$ cat config.mk
export PLATFORM = sky130hd
export DESIGN_NAME = picture_unit_parser
export DESIGN_NICKNAME = d
export VERILOG_FILES = /design/src/design/pup_pkg.sv /design/src/design/pup_in_stage.sv /design/src/design/pup_core.sv /design/src/design/picture_unit_parser.sv
export SDC_FILE = /design/constraint.sdc
export NUM_CORES = 1
export LEC_CHECK = 0
export BUFFER_PORTS_ARGS = -buffer_cell sky130_fd_sc_hd__buf_2
export CORE_MARGIN = 2
export CORE_UTILIZATION = 48
export CTS_CLUSTER_DIAMETER = 150
export DETAILED_ROUTE_END_ITERATION = 10
export PLACE_DENSITY = 0.71
export SLEW_MARGIN = 25
export SYNTH_ARGS = -nofsm -noshare
export SYNTH_HDL_FRONTEND = slang
export SYNTH_SLANG_ARGS = --single-unit
export TNS_END_PERCENT = 5
$ cat constraint.sdc
create_clock -name aclk -period 10.7 [get_ports aclk]
set_input_delay 0.535 -clock aclk [delete_from_list [all_inputs] [get_ports aclk]]
set_output_delay 0.535 -clock aclk [all_outputs]
set_load 0.05 [all_outputs]
$ cat src/design/pup_pkg.sv
// Shared types, constants and character class functions for the picture unit parser.
package pup_pkg;

    localparam int CH_W      = 8;
    localparam int STATUS_W  = 2;
    localparam int COUNT_W   = 31;
    localparam int LEN_W     = 6;

    // Longest accepted digit string inside the parentheses.
    localparam int MAX_REPEAT_DIGITS = 31;

    localparam logic [LEN_W-1:0]   LEN_MAX   = {LEN_W{1'b1}};
    localparam logic [COUNT_W-1:0] COUNT_MAX = {COUNT_W{1'b1}};

    localparam logic [STATUS_W-1:0] ST_OK       = 2'd0;
    localparam logic [STATUS_W-1:0] ST_FORM     = 2'd1;
    localparam logic [STATUS_W-1:0] ST_LENGTH   = 2'd2;
    localparam logic [STATUS_W-1:0] ST_NONDIGIT = 2'd3;

    localparam logic [CH_W-1:0] CH_NUL    = 8'h00;
    localparam logic [CH_W-1:0] CH_OPEN   = 8'h28;
    localparam logic [CH_W-1:0] CH_CLOSE  = 8'h29;

    typedef struct packed {
        logic [STATUS_W-1:0] status;
        logic [CH_W-1:0]     symbol;
        logic [COUNT_W-1:0]  repeat_count;
    } pup_result_t;

    function automatic logic is_ws(input logic [CH_W-1:0] c);
        return (c == 8'h20) || ((c >= 8'h09) && (c <= 8'h0D));
    endfunction

    function automatic logic is_digit(input logic [CH_W-1:0] c);
        return (c >= 8'h30) && (c <= 8'h39);
    endfunction

    function automatic logic is_symbol(input logic [CH_W-1:0] c);
        return (c == 8'h39) || (c == 8'h58) || (c == 8'h41) || (c == 8'h56) ||
               (c == 8'h50) || (c == 8'h5A) || (c == 8'h53) || (c == 8'h2A) ||
               (c == 8'h2E) || (c == 8'h2C) || (c == 8'h2F) || (c == 8'h2B) ||
               (c == 8'h2D);
    endfunction

    function automatic logic [CH_W-1:0] to_upper(input logic [CH_W-1:0] c);
        return ((c >= 8'h61) && (c <= 8'h7A)) ? (c - 8'h20) : c;
    endfunction

endpackage

$ cat src/design/pup_in_stage.sv
// Input register that holds one character beat ahead of the parse logic.
module pup_in_stage (
    input  logic                     aclk,
    input  logic                     aresetn,
    input  logic                     s_valid,
    output logic                     s_ready,
    input  logic [pup_pkg::CH_W-1:0] s_ch,
    input  logic                     advance,
    output logic                     beat_valid,
    output logic [pup_pkg::CH_W-1:0] beat_ch
);

    logic                     valid_reg;
    logic [pup_pkg::CH_W-1:0] ch_reg;

    assign s_ready    = !valid_reg || advance;
    assign beat_valid = valid_reg;
    assign beat_ch    = ch_reg;

    always_ff @(posedge aclk) begin
        if (!aresetn) begin
            valid_reg <= 1'b0;
        end else if (s_ready) begin
            valid_reg <= s_valid;
        end
    end

    always_ff @(posedge aclk) begin
        if (s_valid && s_ready) begin
            ch_reg <= s_ch;
        end
    end

endmodule

$ cat src/design/pup_core.sv
// Parse state registers and the one-step update for each character.
module pup_core (
    input  logic                     aclk,
    input  logic                     aresetn,
    input  logic                     step,
    input  logic [pup_pkg::CH_W-1:0] ch,
    output pup_pkg::pup_result_t     result
);

    localparam logic [2:0] PH_LEAD  = 3'd0;
    localparam logic [2:0] PH_SYM   = 3'd1;
    localparam logic [2:0] PH_SYMSP = 3'd2;
    localparam logic [2:0] PH_INNER = 3'd3;
    localparam logic [2:0] PH_BAD   = 3'd4;

    localparam int SUM_W = pup_pkg::LEN_W + 1;
    localparam int MUL_W = pup_pkg::COUNT_W + 4;
    localparam logic [SUM_W-1:0] LEN_LIMIT = SUM_W'(pup_pkg::MAX_REPEAT_DIGITS + 1);

    logic [2:0]                      phase_reg, phase_next;
    logic [pup_pkg::CH_W-1:0]        held_reg, held_next;
    logic [pup_pkg::CH_W-1:0]        last_reg, last_next;
    logic [pup_pkg::LEN_W-1:0]       spaces_reg, spaces_next;
    logic [pup_pkg::LEN_W-1:0]       len_reg, len_next;
    logic                            nondig_reg, nondig_next;
    logic [pup_pkg::COUNT_W-1:0]     acc_reg, acc_next;

    logic                            ws;
    logic [pup_pkg::CH_W-1:0]        upper;
    logic [MUL_W-1:0]                acc_x10;
    logic [SUM_W-1:0]                len_sum;
    logic [SUM_W-1:0]                spaces_inc;
    logic [pup_pkg::STATUS_W-1:0]    st;

    assign ws    = pup_pkg::is_ws(ch);
    assign upper = pup_pkg::to_upper(ch);

    // Times ten as two shifts; the held digit is the previous non-space byte.
    assign acc_x10 = {1'b0, acc_reg, 3'b000} + {3'b000, acc_reg, 1'b0}
                   + MUL_W'(last_reg[3:0]);
    assign len_sum = {1'b0, len_reg} + {1'b0, spaces_reg} + SUM_W'(1);
    assign spaces_inc = {1'b0, spaces_reg} + SUM_W'(1);

    always_comb begin
        st = pup_pkg::ST_FORM;
        if ((phase_reg == PH_SYM) || (phase_reg == PH_SYMSP)) begin
            st = pup_pkg::ST_OK;
        end else if (phase_reg == PH_INNER) begin
            if ((len_reg == '0) || (last_reg != pup_pkg::CH_CLOSE)) begin
                st = pup_pkg::ST_FORM;
            end else if ((len_reg == pup_pkg::LEN_W'(1)) || (len_reg == pup_pkg::LEN_MAX) ||
                         ({1'b0, len_reg} > LEN_LIMIT)) begin
                st = pup_pkg::ST_LENGTH;
            end else if (nondig_reg) begin
                st = pup_pkg::ST_NONDIGIT;
            end else begin
                st = pup_pkg::ST_OK;
            end
        end
    end

    always_comb begin
        result.status       = st;
        result.symbol       = (st == pup_pkg::ST_OK) ? held_reg : '0;
        result.repeat_count = '0;
        if (st == pup_pkg::ST_OK) begin
            result.repeat_count = (phase_reg == PH_INNER) ? acc_reg
                                                          : pup_pkg::COUNT_W'(1);
        end
    end

    always_comb begin
        phase_next  = phase_reg;
        held_next   = held_reg;
        last_next   = last_reg;
        spaces_next = spaces_reg;
        len_next    = len_reg;
        nondig_next = nondig_reg;
        acc_next    = acc_reg;
        if (ch == pup_pkg::CH_NUL) begin
            // The terminating byte returns everything to the reset state.
            phase_next  = PH_LEAD;
            held_next   = '0;
            last_next   = '0;
            spaces_next = '0;
            len_next    = '0;
            nondig_next = 1'b0;
            acc_next    = '0;
        end else begin
            unique case (phase_reg)
                PH_LEAD: begin
                    if (!ws) begin
                        if (pup_pkg::is_symbol(upper)) begin
                            held_next  = upper;
                            phase_next = PH_SYM;
                        end else begin
                            phase_next = PH_BAD;
                        end
                    end
                end
                PH_SYM: begin
                    if (ws) begin
                        phase_next = PH_SYMSP;
                    end else if (ch == pup_pkg::CH_OPEN) begin
                        phase_next = PH_INNER;
                    end else begin
                        phase_next = PH_BAD;
                    end
                end
                PH_SYMSP: begin
                    if (!ws) begin
                        phase_next = PH_BAD;
                    end
                end
                PH_INNER: begin
                    if (ws) begin
                        spaces_next = (spaces_reg == pup_pkg::LEN_MAX) ? pup_pkg::LEN_MAX
                                    : spaces_inc[pup_pkg::LEN_W-1:0];
                    end else begin
                        if (len_reg != '0) begin
                            if (pup_pkg::is_digit(last_reg)) begin
                                acc_next = (acc_x10 > MUL_W'(pup_pkg::COUNT_MAX))
                                         ? pup_pkg::COUNT_MAX
                                         : acc_x10[pup_pkg::COUNT_W-1:0];
                            end else begin
                                nondig_next = 1'b1;
                            end
                        end
                        if (spaces_reg != '0) begin
                            nondig_next = 1'b1;
                        end
                        len_next = (len_sum > SUM_W'(pup_pkg::LEN_MAX)) ? pup_pkg::LEN_MAX
                                 : len_sum[pup_pkg::LEN_W-1:0];
                        spaces_next = '0;
                        last_next   = ch;
                    end
                end
                default: begin
                    phase_next = PH_BAD;
                end
            endcase
        end
    end

    always_ff @(posedge aclk) begin
        if (!aresetn) begin
            phase_reg  <= PH_LEAD;
            held_reg   <= '0;
            last_reg   <= '0;
            spaces_reg <= '0;
            len_reg    <= '0;
            nondig_reg <= 1'b0;
            acc_reg    <= '0;
        end else if (step) begin
            phase_reg  <= phase_next;
            held_reg   <= held_next;
            last_reg   <= last_next;
            spaces_reg <= spaces_next;
            len_reg    <= len_next;
            nondig_reg <= nondig_next;
            acc_reg    <= acc_next;
        end
    end

endmodule

$ cat src/design/picture_unit_parser.sv
// Top level of the picture unit parser: input stage, parse core and result register.
//
//   Channel   Direction  Handshake          Payload
//   s_        in         s_valid/s_ready    s_ch (8 bits)
//   m_        out        m_valid/m_ready    m_status, m_symbol, m_repeat_count
//
// One character beat is accepted every cycle unless a zero beat waits behind an untaken
// result; a result is valid once its zero beat has passed the input and result registers.
// Reset (aresetn low, synchronous) empties both registers and clears the parse state.
// A waiting result only stalls the input when another zero beat reaches the core,
// so non-zero beats keep flowing behind an untaken result.
module picture_unit_parser (
    input  logic                           aclk,
    input  logic                           aresetn,
    input  logic                           s_valid,
    output logic                           s_ready,
    input  logic [pup_pkg::CH_W-1:0]       s_ch,
    output logic                           m_valid,
    input  logic                           m_ready,
    output logic [pup_pkg::STATUS_W-1:0]   m_status,
    output logic [pup_pkg::CH_W-1:0]       m_symbol,
    output logic [pup_pkg::COUNT_W-1:0]    m_repeat_count
);

    logic                     beat_valid;
    logic [pup_pkg::CH_W-1:0] beat_ch;
    logic                     beat_end;
    logic                     advance;
    logic                     load;
    pup_pkg::pup_result_t     core_result;

    logic                     out_valid_reg;
    pup_pkg::pup_result_t     out_reg;

    assign beat_end = (beat_ch == pup_pkg::CH_NUL);
    assign advance  = beat_valid && (!beat_end || !out_valid_reg || m_ready);
    assign load     = advance && beat_end;

    pup_in_stage u_in (
        .aclk       (aclk),
        .aresetn    (aresetn),
        .s_valid    (s_valid),
        .s_ready    (s_ready),
        .s_ch       (s_ch),
        .advance    (advance),
        .beat_valid (beat_valid),
        .beat_ch    (beat_ch)
    );

    pup_core u_core (
        .aclk    (aclk),
        .aresetn (aresetn),
        .step    (advance),
        .ch      (beat_ch),
        .result  (core_result)
    );

    always_ff @(posedge aclk) begin
        if (!aresetn) begin
            out_valid_reg <= 1'b0;
        end else if (load) begin
            out_valid_reg <= 1'b1;
        end else if (m_ready) begin
            out_valid_reg <= 1'b0;
        end
    end

    always_ff @(posedge aclk) begin
        if (load) begin
            out_reg <= core_result;
        end
    end

    assign m_valid        = out_valid_reg;
    assign m_status       = out_reg.status;
    assign m_symbol       = out_reg.symbol;
    assign m_repeat_count = out_reg.repeat_count;

endmodule
Word-level counts from Yosys, hierarchy flattened
Cells that the tools add are included.

word-level totals
  input bits = 12
  bits in registers = 114
  word-level logic and storage cells = 148
  output and inout bits = 43

cells by class
  $lt $le $gt $ge = 9
  muxes and demuxes = 43
  add/sub/neg operators = 6
  equal/unequal tests = 27
  reductions and logical operators = 49

operators by type and width
  operator              number
  $mux 31               6
  $eq 8x6->1 const B    9
  $mux 8                8
  $eq 8x7->1 const B    6
  $mux 6                8
  $add 34x32->35        1
  $add 35x4->35         1
  $gt 35x31->1 const B  1
  $logic_or 1x1->1      20
  $mux 3                6
  $eq 6x6->1 const B    2
  $pmux 3 s4            1
  $reduce_bool 2->1     6
  $reduce_bool 6->1     2
  $mux 2                5
  $reduce_and 5->1      2
  $mux 1                9
  $ne 3x3->1 const B    3
  $ge 8x4->1 const B    1
  $ge 8x6->1 const B    1
  $ge 8x7->1 const B    1
  $le 8x4->1 const B    1
  $le 8x6->1 const B    1
  $le 8x7->1 const B    1
  21 further kinds      32

Longest topological paths before layout
Gate-level depths: netlist (run 1).

  depth after elaboration = 20
  mapped depth = 13

By module
From an unflattened synthesis (run 1), not the netlist that was laid out.

second synthesis, totals
  cells, all modules = 730
  area total of the unflattened synthesis = 6939.2 um^2

by module, submodules not included
  module               instances  sequential area each (um^2)  area each (um^2)  cells an instance
  pup_core             1          1261.2                       5310.1            666
  picture_unit_parser  1          1251.2                       1331.3            51
  pup_in_stage         1          260.2                        297.8             13

Worst setup path before layout (run 1)
Ideal clock, no wire load.

  kind = reg-to-reg
  start = reg u_in.ch_reg (netlist bit u_in.beat_ch[0])
  end = reg u_core.held_reg[4] (netlist name)
  setup time = 0.074 ns
  cell stages (with the launch flop) = 11
  required time = 10.626 ns
  data arrival time = 3.787 ns
  slack = 6.838 ns
  path through = edfxtp_1 -> buf_6 -> or3_4 -> and4bb_1 -> buf_6 -> nand2_1 -> nor2_1 -> a41o_2 -> buf_6 -> nand3_1 -> o21ai_0

on the way
  cells in the longest elaborated chain, start to end = 18
  elaborated cells between the ends (all ways) = 48

ends and longest elaborated chain
  item                                      RTL line            source
  start: declaration                        pup_in_stage.sv:14  logic [pup_pkg::CH_W-1:0] ch_reg;
  start signal: assignment                  pup_in_stage.sv:30  ch_reg <= s_ch;
  $ge 8x7->1 or $le 8x7->1 (tied branches)  pup_pkg.sv:46       return ((c >= 8'h61) && (c <= 8'h7A)) ? (c - 8'h20) : c;
  $logic_and 1x1->1                         pup_pkg.sv:46
  $mux 8                                    pup_pkg.sv:46
  $eq 8x6->1 or $eq 8x7->1 (tied branches)  pup_pkg.sv:39       return (c == 8'h39) || (c == 8'h58) || (c == 8'h41) || (c == 8'h56) ||
  $logic_or 1x1->1 (4 in a row)             pup_pkg.sv:39
  $logic_or 1x1->1 (4 in a row)             pup_pkg.sv:40       (c == 8'h50) || (c == 8'h5A) || (c == 8'h53) || (c == 8'h2A) ||
  $logic_or 1x1->1 (4 in a row)             pup_pkg.sv:41       (c == 8'h2E) || (c == 8'h2C) || (c == 8'h2F) || (c == 8'h2B) ||
  $reduce_bool 2->1 (no line)               n/a
  $reduce_and 4->1 (no line)                n/a
  end signal: assignment                    pup_core.sv:156     held_reg <= held_next;
  end: declaration                          pup_core.sv:21      logic [pup_pkg::CH_W-1:0] held_reg, held_next;

Several ways; a longest one is shown, not always the timed one. The select of a mux whose other input is x is not followed.
A chain may end at the register's enable or synchronous reset.

Worst setup path after layout (run 1)
  start = reg u_core.acc_reg[0] (netlist name)
  end = reg u_core.acc_reg[26] (netlist name)

on the way
  cells in the longest elaborated chain, start to end = 9

ends and longest elaborated chain
  item                      RTL line         source
  start: declaration        pup_core.sv:26   logic [pup_pkg::COUNT_W-1:0] acc_reg, acc_next;
  start signal: assignment  pup_core.sv:161  acc_reg <= acc_next;
  $add 34x32->35 *          pup_core.sv:39   assign acc_x10 = {1'b0, acc_reg, 3'b000} + {3'b000, acc_reg, 1'b0}
  $add 35x4->35 *           pup_core.sv:40   + MUL_W'(last_reg[3:0]);
  $gt 35x31->1              pup_core.sv:122  acc_next = (acc_x10 > MUL_W'(pup_pkg::COUNT_MAX))
  $mux 31 *                 pup_core.sv:123  ? pup_pkg::COUNT_MAX
  $mux 31 *                 pup_core.sv:121  if (pup_pkg::is_digit(last_reg)) begin
  $mux 31 *                 pup_core.sv:120  if (len_reg != '0) begin
  $mux 31 *                 pup_core.sv:116  if (ws) begin
  $mux 31 *                 pup_core.sv:90   unique case (phase_reg)
  $mux 31 *                 pup_core.sv:80   if (ch == pup_pkg::CH_NUL) begin

Mark *: on every way between the ends. The rest lies on a longest branch, timed or not. The select of a mux whose other input is x is not followed.

==> impl_metrics.env, run 1 <==
export IMPL_reg2reg_depth=13
export IMPL_rsz0062_at_grt="no"
export IMPL_n_antenna_cell=0
export IMPL_avgRoutedWirePerCell_um=16.68
export IMPL_tightest_slew_ns=0.8707
export IMPL_finalSetupTns_ns=0
export IMPL_die_y_um=129.0
export IMPL_drc=0
export IMPL_p_per_area_nw_per_um2=129.4
export IMPL_htree_levels=4
export IMPL_critPathKind="reg -> reg"
export IMPL_p_leak_nw=3.636
export IMPL_routed_wl_mm=17.71
export IMPL_gp_congestion=0.9245
export IMPL_dp_cells=1030
export IMPL_clock_latency_ns=0.42
export IMPL_netlist_top_cells_area="edfxtp_1, dfxtp_1, ha_1, a21oi_1, a211oi_2"
export IMPL_wl_met3_um=906
export IMPL_antenna_found_initial=0
export IMPL_io_pins=55
export IMPL_fin_skew_ns=0.01194
export IMPL_finalCritPeriodShare_pct=37.11
export IMPL_drv_cap=0
export IMPL_fin_crit_ns=3.970
export IMPL_critPathArrivalTime_ns=4.23
export IMPL_power_w=0.001100
export IMPL_placed_area_um2=7841
export IMPL_syn_nets=892
export IMPL_worstPathRequired_ns=10.96
export IMPL_cts_sinks=114
export IMPL_yosys_area_top_type="edfxtp_1"
export IMPL_core_area_um2=15260
export IMPL_min_path_type="in -> reg"
export IMPL_crit_path_end_kind="register"
export IMPL_cts_root_buffer="clkbuf_16"
export IMPL_peakVddDrop_v=0.0001117
export IMPL_numCtsBuffers=17
export IMPL_postCtsSetupRepairBufs=0
export IMPL_overflow=0
export IMPL_area_growth_syn_to_layout_pct=13.33
export IMPL_grt_pass1_vias=5882
export IMPL_max_clock_freq_mhz=251.9
export IMPL_ctsHoldBuffers=0
export IMPL_startpoint_type="register"
export IMPL_maxSlewHeadroom_pct=41.68
export IMPL_vias_per_cell=5.894
export IMPL_finalNonFillerCells=1062
export IMPL_reg2reg_from="u_core.acc_reg[0]"
export IMPL_reg2reg_setup_slack_ns=6.73
export IMPL_r2r_end="u_core.acc_reg[26]"
export IMPL_multiInputGateArea_um2=4389
export IMPL_synth_yosys_warnings=0
export IMPL_drtPass1Iterations=5
export IMPL_status="finished, final reports clean"
export IMPL_port_buffers=54
export IMPL_met1_length_mm=8.444
export IMPL_globalRouteTotalUtil_pct=21.82
export IMPL_cts_tree="done"
export IMPL_final_hold_viol_count=0
export IMPL_start_util_pct=49.15
export IMPL_avgSynthCellArea_um2=9.305
export IMPL_stdcell_area_um2=8499
export IMPL_grt_pass1_wl_mm=28.92
export IMPL_synth_cell_types=76
export IMPL_synth_seq_area_share_pct=36.97
export IMPL_synth_edf_count=49
export IMPL_syn_cell_area_um2=7500
export IMPL_die_area_um2=16640
export IMPL_hpwl_mm=11.95
export IMPL_top_layer="met4"
export IMPL_drtAntennaViolNets=0
export IMPL_synth_seq_cells=114
export IMPL_synthCells=806
export IMPL_die_w_um=129.0
export IMPL_whs_endpoint="u_in.beat_ch[1]"
export IMPL_drive_gt1_share_pct=16.22
export IMPL_setup_viol=0
export IMPL_vias=6259
export IMPL_synth_flop_cell="dfxtp_1"
export IMPL_cts_resized=0
export IMPL_cts_clk_slew_worst_paths_ns=0.05
export IMPL_fin_nets=924
export IMPL_async_reset_ff_share_pct=0
export IMPL_wl_met2_mm=8.004
export IMPL_n_fill_cell=1338
export IMPL_clock_path_buffers=2
export IMPL_final_seq_area_um2=2773
export IMPL_hold_depth=1
export IMPL_drtIter0Drc=489
export IMPL_crit_fanout=16
export IMPL_netlist_area_leader_share_pct=19.62
export IMPL_finalMaxSlewViolations=0
export IMPL_rows=45
export IMPL_hp_start="s_ch[1]"
export IMPL_grt_max_degree=63
## worst max-delay path by stage
stage | start | end | slack (ns) | cells past startpoint
final | u_core.acc_reg[0] | u_core.acc_reg[26] | 6.73 | 13
after global routing | u_core.acc_reg[0] | u_core.acc_reg[26] | 6.44 | 13
after CTS | u_core.acc_reg[0] | u_core.acc_reg[26] | 6.75 | 13
after detailed placement | u_core.acc_reg[0] | u_core.acc_reg[14] | 6.79 | 13
after global placement | u_core.acc_reg[0] | u_core.acc_reg[27] | 6.89 | 13
after floorplan | u_in.beat_ch[0] | u_core.held_reg[4] | 6.84 | 10
## layer usage
layer  up-vias  GRT usage, %
met1      2954         29.74
met4         0         9.271
li1       3084             -
met5         -             0
met3        30         4.324
met2       191         33.86
## synthesized netlist by cell type, types with 9 or more instances
master / instances
a211oi_2: 23
a21o_1: 12
a21oi_1: 119
a311oi_2: 9
a31oi_1: 11
and2_1: 11
and3_1: 35
buf_6: 9
clkbuf_1: 28
dfxtp_1: 65
edfxtp_1: 49
ha_1: 71
inv_1: 29
nand2_1: 65
nand3_1: 20
nand4_1: 11
nor2_1: 54
nor3_1: 10
o21ai_0: 28
xnor2_1: 20
xor2_1: 11
## per-stage QoR
stage	hold WS (ns)	worst slack, ns	util, %
after global routing	0.2766	6.445	55.70
after CTS	0.2812	6.748	55.67
final	0.2917	6.730	55.70
after detailed placement	0.4223	6.788	51.39
after floorplan	0.4051	6.839	-
after global placement	0.4135	6.892	51.32
## placed cells by master, fill, tap and decap left out, types with 12 or more instances in the layout
cell type / Yosys / final
inv_1: 29 / 29
clkbuf_16: 0 / 19
a21oi_1: 119 / 119
buf_2: 5 / 54
a21o_1: 12 / 12
nand2_1: 65 / 65
xnor2_1: 20 / 20
and3_1: 35 / 35
ha_1: 71 / 71
edfxtp_1: 49 / 49
dfxtp_1: 65 / 65
nor2_1: 54 / 51
o21ai_0: 28 / 28
a211oi_2: 23 / 23
nand3_1: 20 / 20
## kinds of logic after synthesis
family	after synthesis	synth area share, %
compound gates	261	24.14
xor+xnor	31	3.620
fa+ha+maj	74	12.65
buf+inv	76	4.988
flops	114	36.97
mux	8	1.084
simple gates	242	16.55
## area by class of cell
type	instances	area share, %
tap	211	3.106
multi-input combinational	616	51.64
clock inverter	7	1.354
clock buffer	25	6.330
timing repair buffer	59	3.621
inverter	30	1.325
sequential	114	32.62
## worst max-delay path, stage by stage (launching register included)
cell,delay (ns)
dfxtp_1,0.37
inv_1,0.09
fa_1,0.53
inv_1,0.06
ha_1,0.30
a211oi_1,0.23
o21ai_1,0.18
o31ai_1,0.48
a211oi_2,0.18
o22ai_1,0.22
mux2_2,0.38
nor4_4,0.29
buf_4,0.34
a311oi_2,0.15
## report_power, final
| part | switching, W | internal (W) |
|---|---|---|
| clock network | 0.000198 | 0.000418 |
| registers | 0.00000675 | 0.000455 |
| logic | 0.0000147 | 0.00000766 |
| total | 0.000219 | 0.000881 |
No activity file was read; power rests on OpenSTA's default activity.
==> run 2, diff against run 1 <==
--- a/config.mk
+++ b/config.mk
@@ -5,12 +5,13 @@
 export SDC_FILE = /design/constraint.sdc
 export NUM_CORES = 1
 export LEC_CHECK = 0
+export ABC_AREA = 1
 export BUFFER_PORTS_ARGS = -buffer_cell sky130_fd_sc_hd__buf_2
 export CORE_MARGIN = 2
 export CORE_UTILIZATION = 48
 export CTS_CLUSTER_DIAMETER = 150
 export DETAILED_ROUTE_END_ITERATION = 10
-export PLACE_DENSITY = 0.71
+export PLACE_DENSITY = 0.73
 export SLEW_MARGIN = 25
 export SYNTH_ARGS = -nofsm -noshare
 export SYNTH_HDL_FRONTEND = slang
==> constraint.sdc (replaced) <==
create_clock -name aclk -period 3.3 [get_ports aclk]
set_input_delay 0.165 -clock aclk [delete_from_list [all_inputs] [get_ports aclk]]
set_output_delay 0.165 -clock aclk [all_outputs]
set_load 0.05 [all_outputs]
==> impl_metrics.env, run 2 <==
export IMPL_status="finished, final reports clean"
export IMPL_finalSetupTns_ns=0
export IMPL_die_area_um2=17250
export IMPL_p_per_area_nw_per_um2=385.2
export IMPL_io_pins=55
export IMPL_synth_seq_cells=114
export IMPL_cts_sinks=114
export IMPL_die_w_um=131.3
export IMPL_final_cell_mix="nand2_1, inv_1, nor2_1"
export IMPL_finalCritPeriodShare_pct=90.75
export IMPL_antenna_found_initial=0
export IMPL_core_area_um2=15890
export IMPL_startpoint_type="register"
export IMPL_power_w=0.003450
export IMPL_synth_yosys_warnings=0
export IMPL_rsz0062_at_grt="no"
export IMPL_synthTopCellsByCount="nand2_1, inv_1, nor2_1"
export IMPL_avgRoutedWirePerCell_um=12.92
export IMPL_synth_edf_count=49
export IMPL_path_delay_family="simple AND/OR/NAND/NOR gates"
export IMPL_critPathKind="reg -> reg"
export IMPL_fin_nets=1230
export IMPL_drtAntennaViolNets=0
export IMPL_path_common_cell="nand2_1"
export IMPL_peakVddDrop_v=0.0003636
export IMPL_grt_max_degree=43
export IMPL_grt_pass1_vias=6748
export IMPL_path_buf_inv=3
export IMPL_drtIter0Drc=397
export IMPL_crit_fanout=31
export IMPL_final_hold_viol_count=0
export IMPL_crit_path_end_kind="register"
export IMPL_die_y_um=131.3
export IMPL_overflow=0
export IMPL_start_util_pct=48.99
export IMPL_cts_clk_slew_worst_paths_ns=0.06
export IMPL_cp_cell_sequence="inv_1, fa_1, inv_1, fa_1, nand3_1, nand3_1, nand2_1, nand2_1, nand2_1, nand2_1, nand3_1, nand2_1, nor2_2, buf_12, nand3_1, nand2_1, a21oi_2"
export IMPL_finalMaxSlewViolations=0
export IMPL_port_buffers=54
export IMPL_stdcell_area_um2=8955
export IMPL_cts_resized=0
export IMPL_htree_levels=4
export IMPL_critPathArrivalTime_ns=3.30
export IMPL_placed_area_um2=8265
export IMPL_syn_nets=1163
export IMPL_slowest_delay_ns=0.53
export IMPL_fin_crit_ns=2.995
export IMPL_area_growth_syn_to_layout_pct=15.06
export IMPL_postCtsSetupRepairBufs=0
export IMPL_ctsHoldBuffers=9
export IMPL_globalRouteTotalUtil_pct=21.40
export IMPL_drv_cap=0
export IMPL_final_common_cell="nand2_1"
export IMPL_p_leak_nw=4.480
export IMPL_cp_slowest_cell="fa_1"
export IMPL_async_reset_ff_share_pct=0
export IMPL_drtPass1Iterations=5
export IMPL_synth_cell_types=44
export IMPL_vias_per_cell=5.018
export IMPL_synthCells=1077
export IMPL_netlist_top_cells_area="edfxtp_1, dfxtp_1, nand2_1, ha_1, inv_1"
export IMPL_min_path_type="in -> reg"
export IMPL_fin_skew_ns=0.009806
export IMPL_setup_viol=0
export IMPL_cts_root_buffer="clkbuf_16"
export IMPL_rows=46
export IMPL_clock_path_buffers=2
export IMPL_vias=6890
export IMPL_hpwl_mm=13.13
export IMPL_clock_latency_ns=0.43
export IMPL_synth_flop_cell="dfxtp_1"
export IMPL_n_antenna_cell=0
export IMPL_worstPathRequired_ns=3.60
export IMPL_tightest_slew_ns=0.9371
export IMPL_synthMostInstantiatedCell="nand2_1"
export IMPL_avgSynthCellArea_um2=7.226
export IMPL_maxSlewHeadroom_pct=37.44
export IMPL_netlist_area_leader_share_pct=18.91
export IMPL_max_clock_freq_mhz=333.9
export IMPL_numCtsBuffers=17
export IMPL_cts_tree="done"
export IMPL_synth_seq_area_share_pct=35.63
export IMPL_grt_pass1_wl_mm=30.42
export IMPL_yosys_area_top_type="edfxtp_1"
export IMPL_syn_cell_area_um2=7782
export IMPL_routed_wl_mm=17.73
export IMPL_drive_gt1_share_pct=12.27
export IMPL_drc=0
export IMPL_gp_congestion=0.9705
run 2: changes by cell type in the layout (fill, tap and decap cells not counted), moves of 13 or more:
cell	delta
nand3_1	+48
nor2_1	+74
inv_1	+127
a211oi_2	-23
nand2_1	+232
and3_1	-34
a21oi_1	-45
nand2_2	+13
run 2: layout make-up:
cell class	count	area, um^2
fillers	1545	6930
flip-flops and latches	114	2773
multi-input cells	776	4252
clock buffers	17	425.4
repair buffers	71	445.4
inverters	164	615.6
clock inverters	15	173.9
well taps	216	270.3
run 2: final timing paths:
path | from | to | slack, ns | depth (start not counted)
setup / recovery | u_core.acc_reg[0] | u_core.acc_reg[15] | 0.31 | 17
hold / removal | m_ready | u_in.beat_valid | 0.09 | 4
setup reg to reg | u_core.acc_reg[0] | u_core.acc_reg[15] | 0.31 | 17
hold reg to reg | u_core.held_reg[7] | u_core.held_reg[7] | 0.45 | 2
run 2: cell families after synthesis:
group / share of synthesized area (%)
buf+inv: 9.807
simple gates: 29.86
fa+ha+maj: 12.19
flops: 35.63
compound gates: 10.27
xor+xnor: 2.251
run 2: layer usage:
metal,vias up,routed length (um),track usage (%)
li1,3591,-,-
met3,32,622,3.819
met4,0,464,8.816
met5,-,0,0
met1,3134,7748,24.89
met2,133,8898,38.77
run 2: power breakdown:
group          switching (W)  internal [W]
clock network       0.000727       0.00113
registers          0.0000162       0.00148
logic              0.0000622     0.0000357
run 2: per-stage QoR:
step	setup slack, ns	instances	hold WS, ns	utilization, %
after floorplan	0.5566	1077	0.2639	-
after detailed placement	0.3242	1332	0.3431	52.03
after global placement	0.4006	1332	0.3421	52.03
after CTS	0.3141	1373	0.08326	56.37
after global routing	0.02679	1373	0.1146	56.37
final	0.3051	1373	0.08620	56.37
run 2: tightest hold or removal path: cells and delay by family:
family / cells / cell delay [ns]
and+or+nand+nor: 1 / 0.11
AOI/OAI and AO/OA: 1 / 0.08
buffers and inverters: 2 / 0.11
